[config.mk]
export PLATFORM = sky130hd
export DESIGN_NAME = lfu_cache_table_unit_flat
export DESIGN_NICKNAME = d
export VERILOG_FILES = /design/src/hw/rtl/lfu_ctbl_pkg.sv /design/src/hw/rtl/lfu_ctbl_req_if.sv /design/src/hw/rtl/lfu_ctbl_rsp_if.sv /design/src/hw/rtl/lfu_ctbl_cfg_if.sv /design/src/hw/rtl/lfu_ctbl_store.sv /design/src/hw/rtl/lfu_ctbl_scan.sv /design/src/hw/rtl/lfu_cache_table_unit.sv /design/src/flat_wrapper.sv
export SDC_FILE = /design/constraint.sdc
export NUM_CORES = 2
export LEC_CHECK = 0
export BUFFER_PORTS_ARGS = -buffer_cell sky130_fd_sc_hd__buf_2
export CORE_ASPECT_RATIO = 1.4
export CORE_MARGIN = 3
export CORE_UTILIZATION = 49
export DETAILED_ROUTE_END_ITERATION = 10
export PLACE_DENSITY = 0.66
export SETUP_SLACK_MARGIN = 0.2
export SKIP_CTS_REPAIR_TIMING = 1
export SYNTH_ARGS = -nofsm -noshare
export SYNTH_HDL_FRONTEND = slang
export SYNTH_SLANG_ARGS = --single-unit
[constraint.sdc]
create_clock -name clk -period 5.3 [get_ports clk]
set_input_delay 0.53 -clock clk [delete_from_list [all_inputs] [get_ports clk]]
set_output_delay 0.53 -clock clk [all_outputs]
set_load 0.1 [all_outputs]
[src/hw/rtl/lfu_ctbl_pkg.sv]
// Shared constants, types and width helpers for the LFU cache table unit.
// No dependencies; the interfaces, the store, the scan unit and the top level refer to it by scoped names.
`default_nettype none

package lfu_ctbl_pkg;

  localparam int ENTRIES_DEF    = 16;
  localparam int COUNT_BITS_DEF = 16;

  localparam int KEY_W  = 32;
  localparam int DATA_W = 32;
  localparam int CAP_W  = 5;

  localparam logic [CAP_W-1:0] CAP_RESET = 5'd16;

  localparam logic OP_GET = 1'b0;
  localparam logic OP_PUT = 1'b1;

  // Write enables for the entry store; addresses and data travel alongside.
  typedef struct packed {
    logic key_we;
    logic data_we;
    logic count_we;
    logic rank_we;
  } store_wr_t;

  // Sequencer controls for the scan unit.
  typedef struct packed {
    logic clear;  // start of a new item: drop the accumulated results
    logic step;   // read data of one entry is present this cycle
    logic live;   // that entry holds a valid key
  } scan_ctl_t;

  function automatic int idx_width(input int n);
    return (n > 1) ? $clog2(n) : 1;
  endfunction

  function automatic int occ_width(input int n);
    return $clog2(n + 1);
  endfunction

endpackage

`default_nettype wire

[src/hw/rtl/lfu_ctbl_req_if.sv]
// Request channel of the LFU cache table unit: operation, key and value.
// Depends on lfu_ctbl_pkg for the field widths.
`default_nettype none

interface lfu_ctbl_req_if;
  logic                             valid;
  logic                             ready;
  logic                             operation;
  logic [lfu_ctbl_pkg::KEY_W-1:0]   key;
  logic [lfu_ctbl_pkg::DATA_W-1:0]  value;

  modport source (output valid, output operation, output key, output value, input ready);
  modport sink   (input valid, input operation, input key, input value, output ready);
endinterface

`default_nettype wire

[src/hw/rtl/lfu_ctbl_rsp_if.sv]
// Response channel of the LFU cache table unit: found, read_value and evicted.
// Depends on lfu_ctbl_pkg for the field widths.
`default_nettype none

interface lfu_ctbl_rsp_if;
  logic                             valid;
  logic                             ready;
  logic                             found;
  logic [lfu_ctbl_pkg::DATA_W-1:0]  read_value;
  logic                             evicted;

  modport source (output valid, output found, output read_value, output evicted, input ready);
  modport sink   (input valid, input found, input read_value, input evicted, output ready);
endinterface

`default_nettype wire

[src/hw/rtl/lfu_ctbl_cfg_if.sv]
// Configuration write channel of the LFU cache table unit (capacity register).
// Depends on lfu_ctbl_pkg for the register width.
`default_nettype none

interface lfu_ctbl_cfg_if;
  logic                            valid;
  logic                            ready;
  logic [lfu_ctbl_pkg::CAP_W-1:0]  capacity_in_use;

  modport source (output valid, output capacity_in_use, input ready);
  modport sink   (input valid, input capacity_in_use, output ready);
endinterface

`default_nettype wire

[src/hw/rtl/lfu_ctbl_store.sv]
// Entry store of the LFU cache table: key, data, use count and recency rank memories.
// One registered read port and one write port; depends on lfu_ctbl_pkg.
`default_nettype none

module lfu_ctbl_store #(
  parameter int ENTRIES    = lfu_ctbl_pkg::ENTRIES_DEF,
  parameter int COUNT_BITS = lfu_ctbl_pkg::COUNT_BITS_DEF
) (
  input  wire logic                                            clk,
  input  wire logic [lfu_ctbl_pkg::idx_width(ENTRIES)-1:0]     rd_idx,
  output logic      [lfu_ctbl_pkg::KEY_W-1:0]                  rd_key,
  output logic      [lfu_ctbl_pkg::DATA_W-1:0]                 rd_data,
  output logic      [COUNT_BITS-1:0]                           rd_count,
  output logic      [lfu_ctbl_pkg::idx_width(ENTRIES)-1:0]     rd_rank,
  input  wire lfu_ctbl_pkg::store_wr_t                         wr,
  input  wire logic [lfu_ctbl_pkg::idx_width(ENTRIES)-1:0]     wr_idx,
  input  wire logic [lfu_ctbl_pkg::KEY_W-1:0]                  wr_key,
  input  wire logic [lfu_ctbl_pkg::DATA_W-1:0]                 wr_data,
  input  wire logic [COUNT_BITS-1:0]                           wr_count,
  input  wire logic [lfu_ctbl_pkg::idx_width(ENTRIES)-1:0]     wr_rank
);

  localparam int IDX_W = lfu_ctbl_pkg::idx_width(ENTRIES);

  logic [lfu_ctbl_pkg::KEY_W-1:0]  key_mem   [ENTRIES];
  logic [lfu_ctbl_pkg::DATA_W-1:0] data_mem  [ENTRIES];
  logic [COUNT_BITS-1:0]           count_mem [ENTRIES];
  logic [IDX_W-1:0]                rank_mem  [ENTRIES];

  always_ff @(posedge clk) begin
    if (wr.key_we) begin
      key_mem[wr_idx] <= wr_key;
    end
    if (wr.data_we) begin
      data_mem[wr_idx] <= wr_data;
    end
    if (wr.count_we) begin
      count_mem[wr_idx] <= wr_count;
    end
    if (wr.rank_we) begin
      rank_mem[wr_idx] <= wr_rank;
    end
  end

  always_ff @(posedge clk) begin
    rd_key   <= key_mem[rd_idx];
    rd_data  <= data_mem[rd_idx];
    rd_count <= count_mem[rd_idx];
    rd_rank  <= rank_mem[rd_idx];
  end

endmodule

`default_nettype wire

[src/hw/rtl/lfu_ctbl_scan.sv]
// Shared scan unit: one entry per cycle it compares the key, tracks the victim
// (lowest count, then oldest), the first free slot and the occupancy.
// It also applies the recency update left by the previous item. Depends on lfu_ctbl_pkg.
`default_nettype none

module lfu_ctbl_scan #(
  parameter int ENTRIES    = lfu_ctbl_pkg::ENTRIES_DEF,
  parameter int COUNT_BITS = lfu_ctbl_pkg::COUNT_BITS_DEF
) (
  input  wire logic                                        clk,
  input  wire logic                                        rst,
  input  wire lfu_ctbl_pkg::scan_ctl_t                     ctl,
  input  wire logic [lfu_ctbl_pkg::idx_width(ENTRIES)-1:0] idx,
  input  wire logic [lfu_ctbl_pkg::KEY_W-1:0]              search_key,
  input  wire logic [lfu_ctbl_pkg::KEY_W-1:0]              ent_key,
  input  wire logic [lfu_ctbl_pkg::DATA_W-1:0]             ent_data,
  input  wire logic [COUNT_BITS-1:0]                       ent_count,
  input  wire logic [lfu_ctbl_pkg::idx_width(ENTRIES)-1:0] ent_rank,
  input  wire logic                                        pend_on,
  input  wire logic                                        pend_all,
  input  wire logic [lfu_ctbl_pkg::idx_width(ENTRIES)-1:0] pend_thresh,
  input  wire logic [lfu_ctbl_pkg::idx_width(ENTRIES)-1:0] pend_special,
  output logic                                             wb_en,
  output logic      [lfu_ctbl_pkg::idx_width(ENTRIES)-1:0] wb_rank,
  output logic                                             hit,
  output logic      [lfu_ctbl_pkg::idx_width(ENTRIES)-1:0] hit_idx,
  output logic      [lfu_ctbl_pkg::DATA_W-1:0]             hit_data,
  output logic      [COUNT_BITS-1:0]                       hit_count,
  output logic      [lfu_ctbl_pkg::idx_width(ENTRIES)-1:0] hit_rank,
  output logic                                             vic_found,
  output logic      [lfu_ctbl_pkg::idx_width(ENTRIES)-1:0] vic_idx,
  output logic      [lfu_ctbl_pkg::idx_width(ENTRIES)-1:0] vic_rank,
  output logic                                             free_found,
  output logic      [lfu_ctbl_pkg::idx_width(ENTRIES)-1:0] free_idx,
  output logic      [lfu_ctbl_pkg::occ_width(ENTRIES)-1:0] occ
);

  localparam int IDX_W = lfu_ctbl_pkg::idx_width(ENTRIES);
  localparam int OCC_W = lfu_ctbl_pkg::occ_width(ENTRIES);

  logic [COUNT_BITS-1:0] vic_count;
  logic [IDX_W-1:0]      cur_rank;
  logic                  bump;
  logic                  better;

  // The stored rank still lacks the previous item's update; correct it on the fly.
  always_comb begin
    bump     = pend_on && (idx != pend_special) && (pend_all || (ent_rank < pend_thresh));
    cur_rank = bump ? ent_rank + 1'b1 : ent_rank;
    wb_en    = ctl.step && ctl.live && pend_on;
    wb_rank  = cur_rank;
    better   = !vic_found || (ent_count < vic_count) ||
               ((ent_count == vic_count) && (cur_rank > vic_rank));
  end

  always_ff @(posedge clk) begin
    if (rst || ctl.clear) begin
      hit        <= 1'b0;
      vic_found  <= 1'b0;
      free_found <= 1'b0;
      occ        <= '0;
    end else if (ctl.step) begin
      if (ctl.live) begin
        occ <= occ + OCC_W'(1);
        if (!hit && (ent_key == search_key)) begin
          hit       <= 1'b1;
          hit_idx   <= idx;
          hit_data  <= ent_data;
          hit_count <= ent_count;
          hit_rank  <= cur_rank;
        end
        if (better) begin
          vic_found <= 1'b1;
          vic_idx   <= idx;
          vic_count <= ent_count;
          vic_rank  <= cur_rank;
        end
      end else if (!free_found) begin
        free_found <= 1'b1;
        free_idx   <= idx;
      end
    end
  end

endmodule

`default_nettype wire

[src/hw/rtl/lfu_cache_table_unit.sv]
// Top level of the LFU cache table: sequencer, valid bits, capacity register, result register.
// Instantiates lfu_ctbl_store and lfu_ctbl_scan; depends on lfu_ctbl_pkg and the channel interfaces.
`default_nettype none

// Key-value cache of ENTRIES entries with least-frequently-used replacement, ties going to
// the least recently used entry. Each request is a get or a put and gives exactly one
// response. The entry memories are scanned once per request through
// their single read port, one entry per cycle; then a tail state and a finishing state settle and
// commit the result. The unit takes no new request
// while one is in flight, but a finished response may wait in its output register while
// the next request is accepted and scanned. If that response has still not been taken when
// the next scan ends, the unit waits in its commit cycle until it has been. Recency updates
// left by one request are applied during the scan of the next. The capacity register may
// only be written while idle.
module lfu_cache_table_unit #(
  parameter int ENTRIES    = lfu_ctbl_pkg::ENTRIES_DEF,
  parameter int COUNT_BITS = lfu_ctbl_pkg::COUNT_BITS_DEF
) (
  input  wire logic       clk,
  input  wire logic       rst,
  lfu_ctbl_req_if.sink    req,
  lfu_ctbl_rsp_if.source  rsp,
  lfu_ctbl_cfg_if.sink    cfg
);

  localparam int IDX_W = lfu_ctbl_pkg::idx_width(ENTRIES);
  localparam int OCC_W = lfu_ctbl_pkg::occ_width(ENTRIES);
  localparam int CAP_W = lfu_ctbl_pkg::CAP_W;
  localparam int CMP_W = (OCC_W > CAP_W) ? OCC_W : CAP_W;
  localparam logic [IDX_W-1:0] LAST_IDX = IDX_W'(ENTRIES - 1);

  localparam logic [1:0] ST_IDLE = 2'd0;
  localparam logic [1:0] ST_SCAN = 2'd1;
  localparam logic [1:0] ST_TAIL = 2'd2;
  localparam logic [1:0] ST_FIN  = 2'd3;

  logic [1:0]                        state;
  logic [CAP_W-1:0]                  capacity;
  logic                              op_r;
  logic [lfu_ctbl_pkg::KEY_W-1:0]    key_r;
  logic [lfu_ctbl_pkg::DATA_W-1:0]   val_r;
  logic [IDX_W-1:0]                  scan_idx;
  logic                              s1_step;
  logic [IDX_W-1:0]                  s1_idx;
  logic [ENTRIES-1:0]                valid_bits;
  logic [ENTRIES-1:0]                valid_next;

  logic                              pend_on;
  logic                              pend_all;
  logic [IDX_W-1:0]                  pend_thresh;
  logic [IDX_W-1:0]                  pend_special;

  logic                              rsp_valid;
  logic                              rsp_found;
  logic [lfu_ctbl_pkg::DATA_W-1:0]   rsp_read_value;
  logic                              rsp_evicted;

  logic [lfu_ctbl_pkg::KEY_W-1:0]    ent_key;
  logic [lfu_ctbl_pkg::DATA_W-1:0]   ent_data;
  logic [COUNT_BITS-1:0]             ent_count;
  logic [IDX_W-1:0]                  ent_rank;

  lfu_ctbl_pkg::store_wr_t           wr;
  logic [IDX_W-1:0]                  wr_idx;
  logic [COUNT_BITS-1:0]             wr_count;
  logic [IDX_W-1:0]                  wr_rank;

  lfu_ctbl_pkg::scan_ctl_t           scan_ctl;
  logic                              wb_en;
  logic [IDX_W-1:0]                  wb_rank;
  logic                              hit;
  logic [IDX_W-1:0]                  hit_idx;
  logic [lfu_ctbl_pkg::DATA_W-1:0]   hit_data;
  logic [COUNT_BITS-1:0]             hit_count;
  logic [IDX_W-1:0]                  hit_rank;
  logic                              vic_found;
  logic [IDX_W-1:0]                  vic_idx;
  logic [IDX_W-1:0]                  vic_rank;
  logic                              free_found;
  logic [IDX_W-1:0]                  free_idx;
  logic [OCC_W-1:0]                  occ;

  logic                              req_xfer;
  logic                              commit;
  logic                              is_put;
  logic                              cap_zero;
  logic [CMP_W-1:0]                  cap_lim;
  logic                              do_touch;
  logic                              do_ins;
  logic                              do_evict;
  logic                              ins_ok;
  logic [IDX_W-1:0]                  ins_idx;
  logic [COUNT_BITS-1:0]             cnt_inc;

  assign req.ready      = (state == ST_IDLE);
  assign req_xfer       = req.valid && req.ready;
  assign cfg.ready      = 1'b1;

  assign rsp.valid      = rsp_valid;
  assign rsp.found      = rsp_found;
  assign rsp.read_value = rsp_read_value;
  assign rsp.evicted    = rsp_evicted;

  assign scan_ctl.clear = req_xfer;
  assign scan_ctl.step  = s1_step;
  assign scan_ctl.live  = valid_bits[s1_idx];

  lfu_ctbl_store #(
    .ENTRIES    (ENTRIES),
    .COUNT_BITS (COUNT_BITS)
  ) u_store (
    .clk      (clk),
    .rd_idx   (scan_idx),
    .rd_key   (ent_key),
    .rd_data  (ent_data),
    .rd_count (ent_count),
    .rd_rank  (ent_rank),
    .wr       (wr),
    .wr_idx   (wr_idx),
    .wr_key   (key_r),
    .wr_data  (val_r),
    .wr_count (wr_count),
    .wr_rank  (wr_rank)
  );

  lfu_ctbl_scan #(
    .ENTRIES    (ENTRIES),
    .COUNT_BITS (COUNT_BITS)
  ) u_scan (
    .clk          (clk),
    .rst          (rst),
    .ctl          (scan_ctl),
    .idx          (s1_idx),
    .search_key   (key_r),
    .ent_key      (ent_key),
    .ent_data     (ent_data),
    .ent_count    (ent_count),
    .ent_rank     (ent_rank),
    .pend_on      (pend_on),
    .pend_all     (pend_all),
    .pend_thresh  (pend_thresh),
    .pend_special (pend_special),
    .wb_en        (wb_en),
    .wb_rank      (wb_rank),
    .hit          (hit),
    .hit_idx      (hit_idx),
    .hit_data     (hit_data),
    .hit_count    (hit_count),
    .hit_rank     (hit_rank),
    .vic_found    (vic_found),
    .vic_idx      (vic_idx),
    .vic_rank     (vic_rank),
    .free_found   (free_found),
    .free_idx     (free_idx),
    .occ          (occ)
  );

  // Decision for the item whose scan has just finished.
  always_comb begin
    commit   = (state == ST_FIN) && (!rsp_valid || rsp.ready);
    is_put   = (op_r == lfu_ctbl_pkg::OP_PUT);
    cap_zero = (capacity == '0);
    cap_lim  = (CMP_W'(capacity) > CMP_W'(ENTRIES)) ? CMP_W'(ENTRIES) : CMP_W'(capacity);
    do_touch = hit && (!is_put || !cap_zero);
    do_ins   = is_put && !cap_zero && !hit;
    do_evict = do_ins && vic_found && (CMP_W'(occ) >= cap_lim);
    // The freed victim competes with the first free slot for the lowest index.
    ins_idx  = (do_evict && (!free_found || (vic_idx < free_idx))) ? vic_idx : free_idx;
    ins_ok   = do_ins && (do_evict || free_found);
    cnt_inc  = (hit_count == '1) ? hit_count : hit_count + 1'b1;
  end

  always_comb begin
    valid_next = valid_bits;
    if (do_evict) begin
      valid_next[vic_idx] = 1'b0;
    end
    if (ins_ok) begin
      valid_next[ins_idx] = 1'b1;
    end
  end

  always_comb begin
    wr       = '0;
    wr_idx   = s1_idx;
    wr_count = cnt_inc;
    wr_rank  = wb_rank;
    if (commit && do_touch) begin
      wr.data_we  = is_put;
      wr.count_we = 1'b1;
      wr.rank_we  = 1'b1;
      wr_idx      = hit_idx;
      wr_rank     = '0;
    end else if (commit && ins_ok) begin
      wr.key_we   = 1'b1;
      wr.data_we  = 1'b1;
      wr.count_we = 1'b1;
      wr.rank_we  = 1'b1;
      wr_idx      = ins_idx;
      wr_count    = COUNT_BITS'(1);
      wr_rank     = '0;
    end else if (wb_en) begin
      wr.rank_we  = 1'b1;
    end
  end

  always_ff @(posedge clk) begin
    if (rst) begin
      state      <= ST_IDLE;
      capacity   <= lfu_ctbl_pkg::CAP_RESET;
      s1_step    <= 1'b0;
      valid_bits <= '0;
      pend_on    <= 1'b0;
      rsp_valid  <= 1'b0;
    end else begin
      if (cfg.valid && cfg.ready) begin
        capacity <= cfg.capacity_in_use;
      end
      s1_step <= (state == ST_SCAN);
      // A new response may replace one that is transferred at the same edge.
      if (commit) begin
        rsp_valid <= 1'b1;
      end else if (rsp.ready) begin
        rsp_valid <= 1'b0;
      end
      case (state)
        ST_IDLE: begin
          if (req_xfer) begin
            state <= ST_SCAN;
          end
        end
        ST_SCAN: begin
          if (scan_idx == LAST_IDX) begin
            state <= ST_TAIL;
          end
        end
        ST_TAIL: begin
          state <= ST_FIN;
        end
        ST_FIN: begin
          if (commit) begin
            state      <= ST_IDLE;
            valid_bits <= valid_next;
            // The rank shift for the other entries is applied during the next scan.
            pend_on    <= do_touch || ins_ok;
          end
        end
        default: begin
          state <= ST_IDLE;
        end
      endcase
    end
  end

  always_ff @(posedge clk) begin
    if (req_xfer) begin
      op_r  <= req.operation;
      key_r <= req.key;
      val_r <= req.value;
    end
    if (req_xfer) begin
      scan_idx <= '0;
    end else if (state == ST_SCAN) begin
      scan_idx <= scan_idx + 1'b1;
    end
    s1_idx <= scan_idx;
    if (commit) begin
      rsp_found      <= hit;
      rsp_read_value <= (hit && !is_put) ? hit_data : '0;
      rsp_evicted    <= do_evict;
      pend_all       <= ins_ok && !do_evict;
      pend_thresh    <= do_touch ? hit_rank : vic_rank;
      pend_special   <= do_touch ? hit_idx : ins_idx;
    end
  end

endmodule

`default_nettype wire

[src/flat_wrapper.sv]
// flat-port wrapper written by rule: the top's interface ports become plain ports
module lfu_cache_table_unit_flat 
#(
  parameter int ENTRIES    = lfu_ctbl_pkg::ENTRIES_DEF,
  parameter int COUNT_BITS = lfu_ctbl_pkg::COUNT_BITS_DEF
)
  (clk, rst, req_valid, req_operation, req_key, req_value, req_ready, rsp_valid, rsp_found, rsp_read_value, rsp_evicted, rsp_ready, cfg_valid, cfg_capacity_in_use, cfg_ready);
  lfu_ctbl_req_if req_i ();
  lfu_ctbl_rsp_if rsp_i ();
  lfu_ctbl_cfg_if cfg_i ();
  input  wire logic clk;
  input  wire logic rst;
  input wire logic [$bits(req_i.valid)-1:0] req_valid;
  input wire logic [$bits(req_i.operation)-1:0] req_operation;
  input wire logic [$bits(req_i.key)-1:0] req_key;
  input wire logic [$bits(req_i.value)-1:0] req_value;
  output wire logic [$bits(req_i.ready)-1:0] req_ready;
  output wire logic [$bits(rsp_i.valid)-1:0] rsp_valid;
  output wire logic [$bits(rsp_i.found)-1:0] rsp_found;
  output wire logic [$bits(rsp_i.read_value)-1:0] rsp_read_value;
  output wire logic [$bits(rsp_i.evicted)-1:0] rsp_evicted;
  input wire logic [$bits(rsp_i.ready)-1:0] rsp_ready;
  input wire logic [$bits(cfg_i.valid)-1:0] cfg_valid;
  input wire logic [$bits(cfg_i.capacity_in_use)-1:0] cfg_capacity_in_use;
  output wire logic [$bits(cfg_i.ready)-1:0] cfg_ready;
  assign req_i.valid = req_valid;
  assign req_i.operation = req_operation;
  assign req_i.key = req_key;
  assign req_i.value = req_value;
  assign req_ready = req_i.ready;
  assign rsp_valid = rsp_i.valid;
  assign rsp_found = rsp_i.found;
  assign rsp_read_value = rsp_i.read_value;
  assign rsp_evicted = rsp_i.evicted;
  assign rsp_i.ready = rsp_ready;
  assign cfg_i.valid = cfg_valid;
  assign cfg_i.capacity_in_use = cfg_capacity_in_use;
  assign cfg_ready = cfg_i.ready;
  lfu_cache_table_unit #(.ENTRIES(ENTRIES), .COUNT_BITS(COUNT_BITS)) u_core (.clk(clk), .rst(rst), .req(req_i), .rsp(rsp_i), .cfg(cfg_i));
endmodule
# == After elaboration in Yosys (flattened, before gate mapping) ==
# Memory sizes are Yosys's and may differ from the RTL's. A register that Yosys moved wholly into a read port is not among the register bits.
# Index checks and enable logic that the tools add are counted.
# totals
ff_bits,234
latch_bits,0
ramBits,1344
rom_bits,0
output_inout_bits,37
word_cells,153
n_memories,4
# classes
addsub,4
n_mul,0
div,0
magnitude_cmp,11
n_eq_ne,11
n_shift,0
mux,39
n_bitwise,6
reduce_logical,49
# memory_table
memory,depth,word_bits,read_ports,rd_clocked_by_memory_dff,wr,line,rtl
u_core.u_store.data_mem,16,32,1,1,1,lfu_ctbl_store.sv:26,logic [lfu_ctbl_pkg::DATA_W-1:0] data_mem [ENTRIES];
u_core.u_store.key_mem,16,32,1,1,1,lfu_ctbl_store.sv:25,logic [lfu_ctbl_pkg::KEY_W-1:0] key_mem [ENTRIES];
u_core.u_store.count_mem,16,16,1,1,1,lfu_ctbl_store.sv:27,logic [COUNT_BITS-1:0] count_mem [ENTRIES];
u_core.u_store.rank_mem,16,4,1,1,1,lfu_ctbl_store.sv:28,logic [IDX_W-1:0] rank_mem [ENTRIES];
# ops
cell,n
$mux 16,5
$eq 32x32->1,1
$mux 4,8
$logic_and 1x1->1,21
$add 16x1->16 const B,1
$and 16x16->16,1
$eq 16x16->1,1
$eq 16x16->1 const B,1
$lt 16x16->1,1
$mux 1,16
$not 16->16,1
$or 16x16->16,1
$lt 4x5->1 const B,3
$reduce_and 4->1,3
$logic_or 1x1->1,9
$reduce_and 3->1,3
$add 4x1->4 const B,2
$demux 1 s4,2
$ge 4x1->1 const B,2
$lt 4x4->1,2
$pmux 2 s4,1
$logic_not 1->1,7
$mux 2,3
$mux 3,2
other kinds (17),23

# == Logic depth before layout (Yosys ltp) ==
# depth
word_depth,14
ltp_mapped,15
depth_no_buf,15

# == Modules after synthesis ==
# A second synthesis with hierarchy kept.
# unflattened
hier_cells,2938
area_unflattened_um2,62489.9
# modules_own_cells
module,instances,cells_per_inst,area_each_um2,seq_area_each_um2
lfu_ctbl_store,1,2221,52464.1,42040.3
lfu_cache_table_unit,1,455,6105.9,3923.8
lfu_ctbl_scan,1,262,3920.0,2682.6

# == Worst setup path before layout ==
# No wires, ideal clock.
# synth_path
kind,register -> register
from,"register u_core.rsp_valid, in the netlist u_core.rsp.valid"
to,"memory u_core.u_store.data_mem[12][0] (netlist name), enable pin"
setup_ns,0.461
arrival_time_ns,5.478
required_time_ns,4.839
path_slack_ns,-0.640
stages_incl_launch_ff,10
n_path_buf,1
synth_period_minus_slack_ns,5.940
path_cell_list,dfxtp_1 > nand2b_1 > nand2_1 > inv_1 > nand2_1 > or4_1 > nand3_1 > nand2_1 > buf_2 > nor3_1
# synth_via
elab_chain_len,8
elab_cells_between_ends,11
# synth_rtl
item,line,rtl
"start, declared",lfu_cache_table_unit.sv:53,logic rsp_valid;
"start signal, assigned",lfu_cache_table_unit.sv:214,rsp_valid <= 1'b0;
"start signal, assigned",lfu_cache_table_unit.sv:222,rsp_valid <= 1'b1;
"start signal, assigned",lfu_cache_table_unit.sv:224,rsp_valid <= 1'b0;
$logic_not 1->1 *,lfu_cache_table_unit.sv:160,commit = (state == ST_FIN) && (!rsp_valid || rsp.ready);
$logic_or 1x1->1 *,lfu_cache_table_unit.sv:160,
$logic_and 1x1->1 *,lfu_cache_table_unit.sv:160,
named net u_core.commit,lfu_cache_table_unit.sv:84,logic commit;
$logic_and 1x1->1,lfu_cache_table_unit.sv:194,end else if (commit && ins_ok) begin
$mux 3,lfu_cache_table_unit.sv:194,
$mux 3,lfu_cache_table_unit.sv:188,if (commit && do_touch) begin
$mux 1,lfu_ctbl_store.sv:34,if (wr.data_we) begin
$mux 1 (not written as such),lfu_ctbl_store.sv:35,data_mem[wr_idx] <= wr_data;
"end, declared",lfu_ctbl_store.sv:26,
# Mark *: on every way through the listed nets, which the timed path passes. The rest lies on a longest branch.

# == Worst setup path after layout ==
# layout_path
from,register u_core.u_scan.vic_idx[3] (netlist name)
to,"memory u_core.u_store.data_mem[0][9] (netlist name), enable pin"
# layout_via
elab_chain_len,6
# layout_rtl
item,line,rtl
"start, declared",lfu_ctbl_scan.sv:31,"output logic [lfu_ctbl_pkg::idx_width(ENTRIES)-1:0] vic_idx,"
"start signal, assigned",lfu_ctbl_scan.sv:74,vic_idx <= idx;
$lt 4x4->1,lfu_cache_table_unit.sv:168,ins_idx = (do_evict && (!free_found || (vic_idx < free_idx))) ? vic_idx : free_idx;
$logic_or 1x1->1,lfu_cache_table_unit.sv:168,
$logic_and 1x1->1,lfu_cache_table_unit.sv:168,
$mux 4 *,lfu_cache_table_unit.sv:168,
$mux 4 *,lfu_cache_table_unit.sv:194,
$mux 4 *,lfu_cache_table_unit.sv:188,
# Mark *: on every way between the ends. The rest lies on a longest branch, timed or not.

==> flow_metrics.py <==
metrics = {
    "global_route": {
        "antenna_found_initial": 3,
        "grt_overflow": 0,
        "grt_pass1_wl_mm": 199,
        "grt_use_total": 0.206,
        "grt_pass1_vias": 30202,
        "grt_max_degree": 79,
    },
    "floorplanning": {
        "initial_core_util": 0.494,
        "dieArea_um2": 131000,
        "rows": 154,
        "die_w_um": 307,
        "io_pins": 112,
        "die_y_um": 428,
        "core-area_um2": 126000,
    },
    "sta": {
        "grt_setup_unrepaired": "false",
        "final_hold_viol_count": 0,
        "max-slew-margin-rel": 0.162,
        "worstMarginPinSlew_ns": 1.26,
        "finClkSkew_ns": 0.0357,
        "tns_ns": 0,
        "clock.fmax_mhz": 235,
        "min_period_ns": 4.26,
        "min_period_over_period": 0.803,
        "final-setup-viol-count": 0,
        "maxSlewViolCount": 0,
    },
    "setup_path": {
        "r2r-end": "u_core.u_store.data_mem[0][9]$_DFFE_PP_",
        "crit_start": "u_core.u_scan.vic_idx[3]$_DFFE_PP_",
        "critPathCapture": "u_core.u_store.data_mem[0][9]$_DFFE_PP_",
        "slowest_stage": "nand2_1",
        "path_buf_inv": 1,
        "ff2ff_path_depth": 9,
        "r2r_setup_slack_ns": 1.04,
        "crit-reg2reg-launch": "u_core.u_scan.vic_idx[3]$_DFFE_PP_",
        "worstPathRequired_ns": 5.70,
        "cp.arrival_ns": 4.66,
        "crit_fanout": 32,
        "end_kind": "flop",
        "slowest_delay_ns": 0.74,
        "critPathKind": "flop to flop",
        "critical_path_depth": 9,
        "startpoint_type": "flop",
        "crit_family": "simple AND/OR/NAND/NOR gates",
        "crit_chain": "ha_1 -> o21a_1 -> nor2_1 -> nor3b_1 -> nor4b_1 -> nor4_2 -> nand2_1 -> nor3_2 -> buf_4",
    },
    "placed_design": {
        "dp_hpwl_mm": 75.9,
        "numPortBuffers": 110,
        "place_inst": 4455,
        "place_congestion": 0.899,
    },
    "layout": {
        "stdcell_count": 4800,
        "fin_nets": 3149,
        "ff_latch_area_um2": 48700,
        "fill_cells": 9158,
        "multi_input_area_um2": 13300,
        "area_delta_synth_final_pct": 14.3,
        "drive_gt1_frac": 0.296,
        "post-route-util": 0.565,
        "antennaDiodeCount": 0,
    },
    "synth": {
        "synthAdderAreaFrac": 0.00783,
        "syn_nets": 2863,
        "synth_edf_count": 1536,
        "synth_top_family_by_area": "multiplexers",
        "synth_seq_cells": 1662,
        "synth_ff_type": "edfxtp_1",
        "syn_area_um2": 62300,
        "synth.avg_cell_area_um2": 22.7,
        "synth-xor-area-share": 0.00787,
        "async_reset_ff_frac": 0,
        "ys_seq_area_frac": 0.781,
        "synth_compound_area_frac": 0.0110,
        "synth-warning-count": 0,
        "muxShareOfSynthArea": 0.157,
        "synth-simple-area-share": 0.0247,
        "syn_inst": 2749,
        "synth_cell_type_count": 64,
    },
    "drt": {
        "wire_per_inst_um": 27.8,
        "dr.first_iter.drc_count": 2498,
        "dr_total_vias": 28594,
        "remaining_drc_errors": 0,
        "wirelength_mm": 133,
        "dr.pass1.iters": 6,
        "viasPerCell": 5.96,
        "postRouteAntennaNets": 0,
    },
    "run_status": {
        "outcome": "finished clean",
    },
    "hold_path": {
        "hold_class": "input pin to flop",
    },
    "clock_tree": {
        "cts_made_buffers": 151,
        "insertion_delay_ns": 0.79,
        "h-tree-depth": 4,
        "cts-root-buf": "clkbuf_16",
        "clockBufferDepth": 3,
        "cts.clk_slew.worst_paths_ns": 0.07,
        "cts_sinks": 1662,
        "cts_tree": "done",
    },
    "pwr": {
        "pwr_density_cell_nw_per_um2": 439,
        "leakagePower_nw": 22.4,
        "irDropWorstVdd_mv": 0.305,
    },
    "job": {
        "drv_cap": 0,
    },
}
[layout make-up]
cell class,instances,area share
repair buffers,263,0.0277
flip-flops and latches,1662,0.684
multi-input cells,920,0.187
well taps,1638,0.0288
clock inverters,73,0.0118
clock buffers,207,0.0592
inverters,37,0.00195
[registers in the layout, indices dropped and copies added (netlist names), 64 cells and up]
signal and flops:
u_core.u_store.data_mem 512, u_core.u_store.key_mem 512, u_core.u_store.count_mem 256, u_core.u_store.rank_mem 64
[cell families (layout without fill, tap and decap cells)]
kind of cell | count (synthesis) | after routing
other cells | 1 | 1
flops | 1662 | 1662
simple gates | 282 | 282
buf+inv | 167 | 580
xor+xnor | 56 | 56
compound gates | 97 | 97
mux | 445 | 445
fa+ha+maj | 39 | 39
[cells in the mapped netlist, types with 2 or more instances]
library cell | count | area [um^2]
a21o_1 | 8 | 60.1
a21oi_1 | 18 | 90.1
a22o_1 | 3 | 26.3
a22oi_1 | 2 | 15.0
and2_1 | 38 | 238
and3_1 | 12 | 75.1
and3b_1 | 2 | 17.5
buf_1 | 37 | 139
buf_2 | 12 | 60.1
clkbuf_1 | 80 | 300
dfxtp_1 | 126 | 2520
edfxtp_1 | 1536 | 46100
ha_1 | 39 | 488
inv_1 | 36 | 135
mux2_2 | 9 | 101
mux2i_1 | 11 | 110
mux4_2 | 425 | 9570
nand2_1 | 32 | 120
nand2b_1 | 9 | 56.3
nand3_1 | 12 | 60.1
nand4_1 | 22 | 138
nand4b_1 | 2 | 17.5
nor2_1 | 44 | 165
nor2b_1 | 8 | 50.1
nor3_1 | 72 | 360
nor4_1 | 7 | 43.8
nor4_2 | 2 | 25.0
nor4b_1 | 3 | 26.3
o2111a_1 | 2 | 22.5
o2111ai_1 | 3 | 26.3
o211ai_1 | 3 | 22.5
o21a_1 | 9 | 67.6
o21ai_0 | 22 | 110
o21ai_1 | 2 | 10.0
o22ai_1 | 8 | 50.1
o32ai_1 | 6 | 52.6
or2_2 | 4 | 25.0
or3_1 | 2 | 12.5
or4_1 | 2 | 15.0
xnor2_1 | 11 | 96.3
xor2_1 | 45 | 394
[stage by stage]
| stage | setup WS [ns] | instance area [um^2] | total power [mW] | hold slack [ns] |
|---|---|---|---|---|
| after global routing | 0.758 | 71200 | 32.4 | 0.0464 |
| final | 1.04 | 71200 | 31.3 | 0.0683 |
| after global placement | 1.12 | 65500 | 20.5 | 0.389 |
| after detailed placement | 1.08 | 65500 | 20.6 | 0.389 |
| after CTS | 1.06 | 70500 | 31.5 | -0.141 |
| after floorplan | -0.640 | 62300 | 19.2 | 0.329 |
[worst min-delay path by stage]
stage	start	endpoint	slack, ns	depth (start not counted)
2_1_floorplan	u_core.scan_idx[2]$_SDFFE_PP0P_	u_core.s1_idx[2]$_DFF_P_	0.33	0
3_3_place_gp	u_core.u_store.rd_data[31]$_DFF_P_	u_core.u_scan.hit_data[31]$_DFFE_PP_	0.39	0
3_5_place_dp	u_core.u_store.rd_data[14]$_DFF_P_	u_core.u_scan.hit_data[14]$_DFFE_PP_	0.39	0
4_1_cts	req_value[27]	u_core.val_r[27]$_DFFE_PP_	-0.14	1
5_1_grt	cfg_capacity_in_use[3]	u_core.capacity[3]$_SDFFE_PP0P_	0.05	3
6_report	cfg_capacity_in_use[1]	u_core.capacity[1]$_SDFFE_PP0P_	0.07	3
[cell usage in the layout, fill, tap and decap left out, types with 17 or more instances in the layout]
master	n
a21oi_1	18
nand2_1	32
buf_4	79
ha_1	39
nand4_1	22
o21ai_0	21
edfxtp_1	1536
inv_1	35
xor2_1	45
clkbuf_16	153
dfxtp_1	122
clkinv_2	17
clkbuf_8	18
dlygate4sd3_1	65
nor3_2	42
nor2_1	39
nor3_1	26
mux4_2	425
and2_1	37
clkinv_1	17
clkbuf_1	36
buf_2	110
[per-layer routing]
metal / routed length, um / GRT usage / vias up
met1: 52300 / 0.273 / 15288
met2: 70100 / 0.351 / 997
li1: - / - / 12055
met4: 3820 / 0.0638 / 0
met5: 0 / 0 / -
met3: 7210 / 0.0346 / 254
[tightest hold or removal path, stage by stage]
cell	delay, ns
buf_2	0.12
mux2i_1	0.08
nor2_1	0.07
[where the power goes]
part / switching [mW] / internal (mW) / total [mW]
sequential: 0.792 / 15.3 / 16.0
combinational: 2.12 / 2.12 / 4.24
clock: 4.75 / 6.22 / 11.0
No activity file was read; power rests on OpenSTA's default activity.
